===== src/sv/text_console_writer_defines.svh =====
// Assertion macros shared by the text console writer modules.
`ifndef TEXT_CONSOLE_WRITER_DEFINES_SVH
`define TEXT_CONSOLE_WRITER_DEFINES_SVH

`ifndef SYNTHESIS
`define TCW_ASSERT(label, prop, msg) \
    label: assert property (@(posedge clk) disable iff (!rst_n) prop) else $error(msg);
`define TCW_NEVER(label, cond, msg) \
    label: assert property (@(posedge clk) disable iff (!rst_n) !(cond)) else $error(msg);
`else
`define TCW_ASSERT(label, prop, msg)
`define TCW_NEVER(label, cond, msg)
`endif

`endif


===== src/sv/tcw_pkg.sv =====
// Types, constants and helpers of the text console writer.
`timescale 1ns / 1ps
package tcw_pkg;

    localparam int COLUMNS    = 80;
    localparam int ROWS       = 25;
    localparam int COL_W      = (COLUMNS > 1) ? $clog2(COLUMNS) : 1;
    localparam int ROW_W      = (ROWS > 1) ? $clog2(ROWS) : 1;
    localparam int POS_W      = (ROWS * COLUMNS > 1) ? $clog2(ROWS * COLUMNS) : 1;
    localparam int FIFO_DEPTH = 4;
    localparam int FIFO_AW    = $clog2(FIFO_DEPTH);
    localparam int ADDR_W     = 20;

    localparam logic [7:0] CH_NEWLINE = 8'd10;
    localparam logic [7:0] CH_ESCAPE  = 8'd38;

    localparam logic [1:0] MODE_NORMAL  = 2'd0;
    localparam logic [1:0] MODE_ESCAPE  = 2'd1;
    localparam logic [1:0] MODE_LITERAL = 2'd2;

    localparam logic [3:0] COLOR_DEFAULT = 4'h7;

    localparam logic KIND_CELL = 1'b0;
    localparam logic KIND_PORT = 1'b1;

    localparam logic [9:0] PORT_INDEX = 10'h3D4;
    localparam logic [9:0] PORT_DATA  = 10'h3D5;
    localparam logic [7:0] CRTC_CURSOR_HI = 8'h0E;
    localparam logic [7:0] CRTC_CURSOR_LO = 8'h0F;

    localparam logic [2:0] STEP_CELL    = 3'd0;
    localparam logic [2:0] STEP_IDX_HI  = 3'd1;
    localparam logic [2:0] STEP_DATA_HI = 3'd2;
    localparam logic [2:0] STEP_IDX_LO  = 3'd3;
    localparam logic [2:0] STEP_DATA_LO = 3'd4;

    localparam logic CFG_SCREEN_BASE = 1'b0;
    localparam logic CFG_BACKGROUND  = 1'b1;

    localparam logic [ADDR_W-1:0] SCREEN_BASE_RESET = 20'd753664;
    localparam logic [3:0]        BACKGROUND_RESET  = 4'h0;

    typedef struct packed {
        logic [7:0] glyph;
        logic       end_of_text;
    } char_t;

    typedef struct packed {
        logic              kind;
        logic [ADDR_W-1:0] cell_address;
        logic [7:0]        cell_glyph;
        logic [7:0]        cell_attribute;
        logic [9:0]        port_number;
        logic [7:0]        port_value;
        logic              final_result;
    } result_t;

    typedef struct packed {
        logic             has_cell;
        logic             has_cursor;
        logic [POS_W-1:0] cell_pos;
        logic [7:0]       glyph;
        logic [3:0]       fg;
        logic [POS_W-1:0] cursor_pos;
    } cmd_t;

    function automatic logic [3:0] color_of(input logic [7:0] c);
        logic [3:0] col;
        case (c)
            8'h42:   col = 4'h9;
            8'h47:   col = 4'hA;
            8'h43:   col = 4'hB;
            8'h52:   col = 4'hC;
            8'h4D:   col = 4'hD;
            8'h59:   col = 4'hE;
            8'h57:   col = 4'hF;
            default: col = COLOR_DEFAULT;
        endcase
        return col;
    endfunction

endpackage


===== src/sv/text_console_writer.sv =====
// Top level of the text console writer: configuration registers and wiring.
//
// Character channel (char_valid/char_stall/char_data): one character per
// transaction, with end_of_text marking the last character of a string.
// Result channel (res_valid/res_stall/res_data): cell writes (kind 0) and
// cursor port writes (kind 1); final_result marks the last result of a
// character. Configuration: cfg_valid/cfg_ready/cfg_index/cfg_data, index 0
// screen_base, index 1 background_color; cfg_ready is always high.
// Throughput: one character per cycle when it yields at most one result and
// res_stall is low; a character with end_of_text yields up to five results,
// one per cycle while res_stall is low, from the back end's step sequencer.
// A character passes the queue, cmd_reg and out_reg before its first result.
// A four-entry command queue lets characters keep coming while results wait.
// Reset: cursor 0,0, foreground 7 on background 0, normal parse mode, base
// 753664, queue and output empty. When the receiver stalls, the held result
// stays, the queue fills, then char_stall rises.
`timescale 1ns / 1ps
module text_console_writer import tcw_pkg::*; (
    input  logic              clk,
    input  logic              rst_n,
    input  logic              char_valid,
    output logic              char_stall,
    input  char_t             char_data,
    output logic              res_valid,
    input  logic              res_stall,
    output result_t           res_data,
    input  logic              cfg_valid,
    output logic              cfg_ready,
    input  logic              cfg_index,
    input  logic [ADDR_W-1:0] cfg_data
);

    logic [ADDR_W-1:0] screen_base_reg;
    logic [3:0]        background_reg;
    logic              accept;
    logic              push;
    cmd_t              push_cmd;
    logic              full;
    logic              pop;
    logic              q_valid;
    cmd_t              q_cmd;

    assign cfg_ready  = 1'b1;
    assign char_stall = full;
    assign accept     = char_valid && !full;

    always_ff @(posedge clk or negedge rst_n)
    begin
        if (!rst_n)
        begin
            screen_base_reg <= SCREEN_BASE_RESET;
            background_reg  <= BACKGROUND_RESET;
        end
        else if (cfg_valid && cfg_ready)
        begin
            case (cfg_index)
                CFG_SCREEN_BASE: screen_base_reg <= cfg_data;
                CFG_BACKGROUND:  background_reg  <= cfg_data[3:0];
                default:         screen_base_reg <= screen_base_reg;
            endcase
        end
    end

    tcw_front u_front (
        .clk       (clk),
        .rst_n     (rst_n),
        .accept    (accept),
        .char_data (char_data),
        .push      (push),
        .cmd       (push_cmd)
    );

    tcw_fifo u_fifo (
        .clk      (clk),
        .rst_n    (rst_n),
        .push     (push),
        .push_cmd (push_cmd),
        .full     (full),
        .pop      (pop),
        .q_valid  (q_valid),
        .q_cmd    (q_cmd)
    );

    tcw_back u_back (
        .clk         (clk),
        .rst_n       (rst_n),
        .screen_base (screen_base_reg),
        .background  (background_reg),
        .q_valid     (q_valid),
        .q_cmd       (q_cmd),
        .pop         (pop),
        .res_valid   (res_valid),
        .res_stall   (res_stall),
        .res_data    (res_data)
    );

endmodule


===== src/sv/tcw_front.sv =====
// Front end: escape parsing, cursor tracking and command generation.
`timescale 1ns / 1ps
module tcw_front import tcw_pkg::*; (
    input  logic  clk,
    input  logic  rst_n,
    input  logic  accept,
    input  char_t char_data,
    output logic  push,
    output cmd_t  cmd
);

    logic [ROW_W-1:0] row_reg, row_next;
    logic [COL_W-1:0] col_reg, col_next;
    logic [POS_W-1:0] row_base_reg, row_base_next;
    logic [3:0]       fg_reg, fg_next;
    logic [1:0]       mode_reg, mode_next;
    logic             do_put;
    logic             is_nl;
    logic             adv_row;

    always_comb
    begin
        fg_next   = fg_reg;
        mode_next = mode_reg;
        do_put    = 1'b0;
        case (mode_reg)
            MODE_ESCAPE:
            begin
                fg_next   = color_of(char_data.glyph);
                mode_next = MODE_LITERAL;
            end
            MODE_LITERAL:
            begin
                do_put    = 1'b1;
                mode_next = MODE_NORMAL;
            end
            default:
            begin
                if (char_data.glyph == CH_ESCAPE)
                begin
                    mode_next = MODE_ESCAPE;
                end
                else
                begin
                    do_put    = 1'b1;
                    mode_next = MODE_NORMAL;
                end
            end
        endcase
        if (char_data.end_of_text)
        begin
            mode_next = MODE_NORMAL;
        end

        is_nl   = (char_data.glyph == CH_NEWLINE);
        adv_row = 1'b0;
        col_next = col_reg;
        if (do_put)
        begin
            if (is_nl || col_reg == COL_W'(COLUMNS - 1))
            begin
                col_next = '0;
                adv_row  = 1'b1;
            end
            else
            begin
                col_next = col_reg + 1'b1;
            end
        end

        row_next      = row_reg;
        row_base_next = row_base_reg;
        if (adv_row)
        begin
            if (row_reg == ROW_W'(ROWS - 1))
            begin
                row_next      = '0;
                row_base_next = '0;
            end
            else
            begin
                row_next      = row_reg + 1'b1;
                row_base_next = row_base_reg + POS_W'(COLUMNS);
            end
        end

        cmd.has_cell   = do_put && !is_nl;
        cmd.has_cursor = char_data.end_of_text;
        cmd.cell_pos   = row_base_reg + POS_W'(col_reg);
        cmd.glyph      = char_data.glyph;
        cmd.fg         = fg_reg;
        cmd.cursor_pos = row_base_next + POS_W'(col_next);
        push           = accept && (cmd.has_cell || cmd.has_cursor);
    end

    always_ff @(posedge clk or negedge rst_n)
    begin
        if (!rst_n)
        begin
            row_reg      <= '0;
            col_reg      <= '0;
            row_base_reg <= '0;
            fg_reg       <= COLOR_DEFAULT;
            mode_reg     <= MODE_NORMAL;
        end
        else if (accept)
        begin
            row_reg      <= row_next;
            col_reg      <= col_next;
            row_base_reg <= row_base_next;
            fg_reg       <= fg_next;
            mode_reg     <= mode_next;
        end
    end

endmodule


===== src/sv/tcw_fifo.sv =====
// Short command queue between the front and back ends.
`timescale 1ns / 1ps
`include "text_console_writer_defines.svh"
module tcw_fifo import tcw_pkg::*; (
    input  logic clk,
    input  logic rst_n,
    input  logic push,
    input  cmd_t push_cmd,
    output logic full,
    input  logic pop,
    output logic q_valid,
    output cmd_t q_cmd
);

    cmd_t               mem [FIFO_DEPTH];
    logic [FIFO_AW-1:0] wr_ptr_reg, wr_ptr_next;
    logic [FIFO_AW-1:0] rd_ptr_reg, rd_ptr_next;
    logic [FIFO_AW:0]   count_reg, count_next;

    assign full    = (count_reg == (FIFO_AW + 1)'(FIFO_DEPTH));
    assign q_valid = (count_reg != '0);
    assign q_cmd   = mem[rd_ptr_reg];

    always_comb
    begin
        wr_ptr_next = wr_ptr_reg;
        rd_ptr_next = rd_ptr_reg;
        if (push)
        begin
            wr_ptr_next = (wr_ptr_reg == FIFO_AW'(FIFO_DEPTH - 1)) ? '0 : wr_ptr_reg + 1'b1;
        end
        if (pop)
        begin
            rd_ptr_next = (rd_ptr_reg == FIFO_AW'(FIFO_DEPTH - 1)) ? '0 : rd_ptr_reg + 1'b1;
        end
        count_next = count_reg;
        if (push && !pop)
        begin
            count_next = count_reg + 1'b1;
        end
        else if (pop && !push)
        begin
            count_next = count_reg - 1'b1;
        end
    end

    always_ff @(posedge clk or negedge rst_n)
    begin
        if (!rst_n)
        begin
            wr_ptr_reg <= '0;
            rd_ptr_reg <= '0;
            count_reg  <= '0;
        end
        else
        begin
            wr_ptr_reg <= wr_ptr_next;
            rd_ptr_reg <= rd_ptr_next;
            count_reg  <= count_next;
        end
    end

    always_ff @(posedge clk)
    begin
        if (push)
        begin
            mem[wr_ptr_reg] <= push_cmd;
        end
    end

    `TCW_NEVER(a_no_overflow, push && full, "push into full queue")
    `TCW_NEVER(a_no_underflow, pop && !q_valid, "pop from empty queue")
    `TCW_ASSERT(a_count_range, count_reg <= (FIFO_AW + 1)'(FIFO_DEPTH), "queue count out of range")

endmodule


===== src/sv/tcw_back.sv =====
// Back end: expands commands into cell writes and cursor port writes.
`timescale 1ns / 1ps
`include "text_console_writer_defines.svh"
module tcw_back import tcw_pkg::*; (
    input  logic              clk,
    input  logic              rst_n,
    input  logic [ADDR_W-1:0] screen_base,
    input  logic [3:0]        background,
    input  logic              q_valid,
    input  cmd_t              q_cmd,
    output logic              pop,
    output logic              res_valid,
    input  logic              res_stall,
    output result_t           res_data
);

    logic    busy_reg, busy_next;
    cmd_t    cmd_reg;
    logic [2:0] step_reg, step_next;
    logic    out_valid_reg, out_valid_next;
    result_t out_reg;
    result_t res_next;
    logic    advance;
    logic    last;
    logic [15:0] pos16;

    assign pos16 = 16'(cmd_reg.cursor_pos);

    always_comb
    begin
        res_next = '0;
        case (step_reg)
            STEP_CELL:
            begin
                res_next.kind           = KIND_CELL;
                res_next.cell_address   = screen_base + ADDR_W'({cmd_reg.cell_pos, 1'b0});
                res_next.cell_glyph     = cmd_reg.glyph;
                res_next.cell_attribute = {background, cmd_reg.fg};
                res_next.final_result   = !cmd_reg.has_cursor;
            end
            STEP_IDX_HI:
            begin
                res_next.kind        = KIND_PORT;
                res_next.port_number = PORT_INDEX;
                res_next.port_value  = CRTC_CURSOR_HI;
            end
            STEP_DATA_HI:
            begin
                res_next.kind        = KIND_PORT;
                res_next.port_number = PORT_DATA;
                res_next.port_value  = pos16[15:8];
            end
            STEP_IDX_LO:
            begin
                res_next.kind        = KIND_PORT;
                res_next.port_number = PORT_INDEX;
                res_next.port_value  = CRTC_CURSOR_LO;
            end
            STEP_DATA_LO:
            begin
                res_next.kind         = KIND_PORT;
                res_next.port_number  = PORT_DATA;
                res_next.port_value   = pos16[7:0];
                res_next.final_result = 1'b1;
            end
            default:
            begin
                res_next.final_result = 1'b1;
            end
        endcase

        last    = res_next.final_result;
        advance = busy_reg && (!out_valid_reg || !res_stall);
        pop     = q_valid && (!busy_reg || (advance && last));

        busy_next = busy_reg;
        step_next = step_reg;
        if (pop)
        begin
            busy_next = 1'b1;
            step_next = q_cmd.has_cell ? STEP_CELL : STEP_IDX_HI;
        end
        else if (advance)
        begin
            if (last)
            begin
                busy_next = 1'b0;
            end
            else
            begin
                step_next = step_reg + 1'b1;
            end
        end

        if (advance)
        begin
            out_valid_next = 1'b1;
        end
        else if (!res_stall)
        begin
            out_valid_next = 1'b0;
        end
        else
        begin
            out_valid_next = out_valid_reg;
        end
    end

    always_ff @(posedge clk or negedge rst_n)
    begin
        if (!rst_n)
        begin
            busy_reg      <= 1'b0;
            step_reg      <= STEP_CELL;
            out_valid_reg <= 1'b0;
        end
        else
        begin
            busy_reg      <= busy_next;
            step_reg      <= step_next;
            out_valid_reg <= out_valid_next;
        end
    end

    always_ff @(posedge clk)
    begin
        if (pop)
        begin
            cmd_reg <= q_cmd;
        end
        if (advance)
        begin
            out_reg <= res_next;
        end
    end

    assign res_valid = out_valid_reg;
    assign res_data  = out_reg;

    `TCW_ASSERT(a_cell_no_port, res_valid && res_data.kind == KIND_CELL |-> res_data.port_number == '0 && res_data.port_value == '0, "cell write carries port fields")
    `TCW_ASSERT(a_port_final_data, res_valid && res_data.kind == KIND_PORT && res_data.final_result |-> res_data.port_number == PORT_DATA, "cursor sequence ends off data port")
    `TCW_ASSERT(a_no_stray_cell, busy_reg && !cmd_reg.has_cell |-> step_reg != STEP_CELL, "cell step without cell")
    `TCW_ASSERT(a_step_range, busy_reg |-> step_reg <= STEP_DATA_LO, "step past cursor sequence")

endmodule


===== config.mk =====
export PLATFORM = sky130hd
export DESIGN_NAME = text_console_writer
export DESIGN_NICKNAME = d
export VERILOG_FILES = /design/src/sv/tcw_pkg.sv /design/src/sv/text_console_writer.sv /design/src/sv/tcw_front.sv /design/src/sv/tcw_fifo.sv /design/src/sv/tcw_back.sv
export VERILOG_INCLUDE_DIRS = /design/src /design/src/sv
export SDC_FILE = /design/constraint.sdc
export NUM_CORES = 1
export LEC_CHECK = 0
export ABC_CLOCK_PERIOD_IN_PS = 7550
export BUFFER_PORTS_ARGS = -buffer_cell sky130_fd_sc_hd__buf_4
export CAP_MARGIN = 10
export CORE_MARGIN = 4
export CORE_UTILIZATION = 55
export CTS_BUF_LIST = sky130_fd_sc_hd__clkbuf_16
export CTS_CLUSTER_SIZE = 40
export DETAILED_ROUTE_END_ITERATION = 8
export PLACE_DENSITY = 0.74
export SLEW_MARGIN = 15
export SYNTH_ARGS = -nofsm -noshare
export SYNTH_HDL_FRONTEND = slang
export SYNTH_SLANG_ARGS = --single-unit
export TNS_END_PERCENT = 50

===== constraint.sdc =====
create_clock -name clk -period 7.55 [get_ports clk]
set_clock_uncertainty 0.2 [all_clocks]
set_input_delay 0.3775 -clock clk [delete_from_list [all_inputs] [get_ports clk]]
set_output_delay 0.3775 -clock clk [all_outputs]
set_load 0.05 [all_outputs]

==> metrics <==
Comb pwr share 34.2%; met2 Use GR 32.35%; GR Util met1 27.71%; largest family of logic cells by synthesized area multiplexers; synthesized instance count 859; Max Freq 232.0 MHz; share of power burned in registers 40.9%; share of layout cells above drive strength 1 23.26%; DR vias/cell 5.661; Most Used Layer, Global Route met2; crit-path cells dlygate4sd3_1 -> buf_4 -> or4b_4 -> o32a_1 -> o21ai_2 -> nor2_1 -> nor2_1 -> ha_1 -> a21o_1 -> a21oi_1 -> nor2b_1 -> o21a_1 -> o41ai_1 -> nor2_1 -> xnor2_1; top-area cell type share of the netlist area 53.27%; most used cell along the critical path nor2_1; die width 160.2 um; io pins 94; WP data required 7.69 ns; Worst path max stage delay 0.58 ns; status finished clean; most common cell in the netlist edfxtp_1; Clock Root Buffer clkbuf_16; Final WS setup 3.240 ns; clock sinks 291; flops & latches, synth 291; initial antenna violation count 0; Compound-Gate Fraction of Synth Area 5.607%; post-route ant nets 0; full die area 0.02566 mm^2; DRC errors left 0; H-tree levels 1; Yosys warnings 0; switch share 34.07%; Worst setup EP type flip-flop; Max VDD drop 253.5 uV; core area 0.02271 mm^2; All-Layer GR Usage 19.51%; Placed Cells 1,204; RSZ-0062 raised after global routing false; nets 1,063; vias in the first global route 7,485; post-synthesis sequential area ratio 66.10%; Critical Path Fanout Max 12; top cells by count, synth edfxtp_1, nand2_1, nor2_1; GR met3 Demand/Resource 2.942%; Post-synth EDFFs 226; clock latency on the worst-skew pair 0.54 ns; first-pass GRT wire length 40,350 um; Pleak 5.750 nW; CTS resizes 0; WL per Instance 18.82 um; max reg flops 144; Post-DP HPWL 15,310 um; Slew @ Worst Pin 1.177 ns; Post-CTS Setup Inserts 0; slowest CP cell or4b_4; Max-Slew Margin vs Limit 21.21%; adder-cell share of the synthesized area 4.753%; Clock transition at path regs 0.06 ns; FILL cells 1,573; Slew Limit Fails 0; top cells by area, synth edfxtp_1, dfrtp_1, mux4_2; GP Congestion 0.8385; chip height 160.2 um; Initial DRC Count 529; fin crit period 4.310 ns; Synth Area per Inst 14.83 um^2; PwrDens 421.5 mW/mm^2; Post-Layout Cell Count 1,291; total CTS buffers 30; Port-buffer cells 89; diodes inserted 0; Total Neg Setup Slack 0 ns; TritonCTS clock tree done; Crit Path Class in -> reg; clock share of power 24.9%; mux contribution to synthesized area 9.241%; critical path launch point type primary input; pre-CTS WS 3.248 ns; Finished Cell Area 0.01502 mm^2; max_cap viols 0; Via Count 7,308; XOR/XNOR Fraction of Synth Area 2.681%; dominant cell type by area after synthesis edfxtp_1; Synth Area in Simple Gates 9.172%; std cell rows 55; Tightest Hold Check Type in -> reg; global route overflow 0; ys flop type edfxtp_1; Final Hold Fails 0; pin count of the biggest net entering global routing 66; Post-Place Cell Area 0.01363 mm^2; Async SR Flop Fraction 22.34%; Area Growth Syn to Fin 17.92%; Final period util 57.09%; # setup viols final 0; cell area after synthesis 0.01274 mm^2; Clock Tree Buf Depth 3; Pint 4.175 mW; Initial Util 56.10%; Switch Pwr 2.158 mW; Cell variety after synth 66; Detailed Routing Iterations Pass 1 5; Worst Path Arrival 4.45 ns; hold_ws 0.1091 ns; Routed WL 24,300 um
-- power by group through the flow --
stage	clock [mW]	sequential, mW	combinational [mW]
floorplan	0	2.93	1.25
global placement	0	2.60	2.12
detailed placement	0	2.62	2.16
CTS	1.61	2.59	2.19
global route	1.69	2.64	2.37
finish	1.58	2.59	2.17
-- timing repair --
action / in CTS / in global routing
hold buffers: 31 / 0
hold endpoints to repair: 121 / 0
setup endpoints to repair: 0 / 0
-- per-stage QoR --
stage                     power, mW  util (%)
after floorplan               4.178         -
after CTS                     6.393     66.16
after detailed placement      4.783     60.02
after global routing          6.691     66.16
after global placement        4.726     60.02
final                         6.333     66.16
-- placed cells by master (no fill, tap or decap), types with 4 or more instances in the layout --
cell,synthesis,layout
a211oi_1,4,4
a21o_1,5,5
a21oi_1,19,19
a31oi_1,5,5
and2_1,24,24
and3_1,9,9
buf_4,10,96
bufinv_16,0,7
clkbuf_16,0,31
clkinv_1,0,5
clkinv_2,0,5
conb_1,2,4
dfrtp_1,58,57
dfstp_2,7,7
dlygate4sd3_1,0,31
edfxtp_1,226,226
fa_1,4,4
ha_1,42,42
inv_1,27,29
mux2_2,29,29
mux2i_1,4,4
mux4_2,36,36
nand2_1,78,78
nand2b_1,6,6
nand3_1,7,7
nor2_1,60,60
nor2b_1,16,14
nor3_1,12,12
o21ai_0,41,41
o21bai_1,5,5
xnor2_1,27,27
xor2_1,12,12
-- kinds of logic (layout without fill, tap and decap cells) --
kind of cell    Yosys count  after routing
simple gates            238            238
compound gates          109            109
mux                      69             69
fa+ha+maj                46             46
flops                   291            291
other cells               2              4
buf+inv                  65            210
xor+xnor                 39             39
-- layer usage --
metal	up-vias	wire (um)
li1	3427	-
met1	3643	10800
met2	201	11820
met3	37	1231
met4	0	452
met5	-	0
-- final timing paths --
path                                startpoint                    to  slack (ns)  cells after the start
setup / recovery                  char_data[1]      u_fifo.mem[3][9]        3.24                     15
hold / removal                       cfg_valid     background_reg[3]        0.11                      3
setup reg to reg           u_front.mode_reg[0]      u_fifo.mem[0][8]        3.46                     16
hold reg to reg              background_reg[3]     background_reg[3]        0.30                      1
max in group asynchronous                rst_n  u_fifo.rd_ptr_reg[0]        6.19                      2
min in group asynchronous                rst_n  u_fifo.wr_ptr_reg[1]        0.30                      2
-- cell type report --
| class | count | area [um^2] | share of cell area (%) |
|---|---|---|---|
| clock inverters | 25 | 307.8 | 2.049 |
| inverters | 27 | 101.3 | 0.6745 |
| clock buffers | 31 | 775.7 | 5.163 |
| repair buffers | 127 | 1031 | 6.862 |
| well taps | 285 | 356.6 | 2.373 |
| flip-flops and latches | 291 | 8423 | 56.06 |
| multi-input cells | 505 | 4029 | 26.82 |
-- critical path, delay by kind of cell --
kind / cells / cell delay, ns
simple gates: 5 / 1.13
fa+ha+maj: 1 / 0.27
buf+inv: 2 / 0.71
xor+xnor: 1 / 0.28
compound gates: 6 / 1.67
Note: power is estimated with default switching activity, not from simulation.
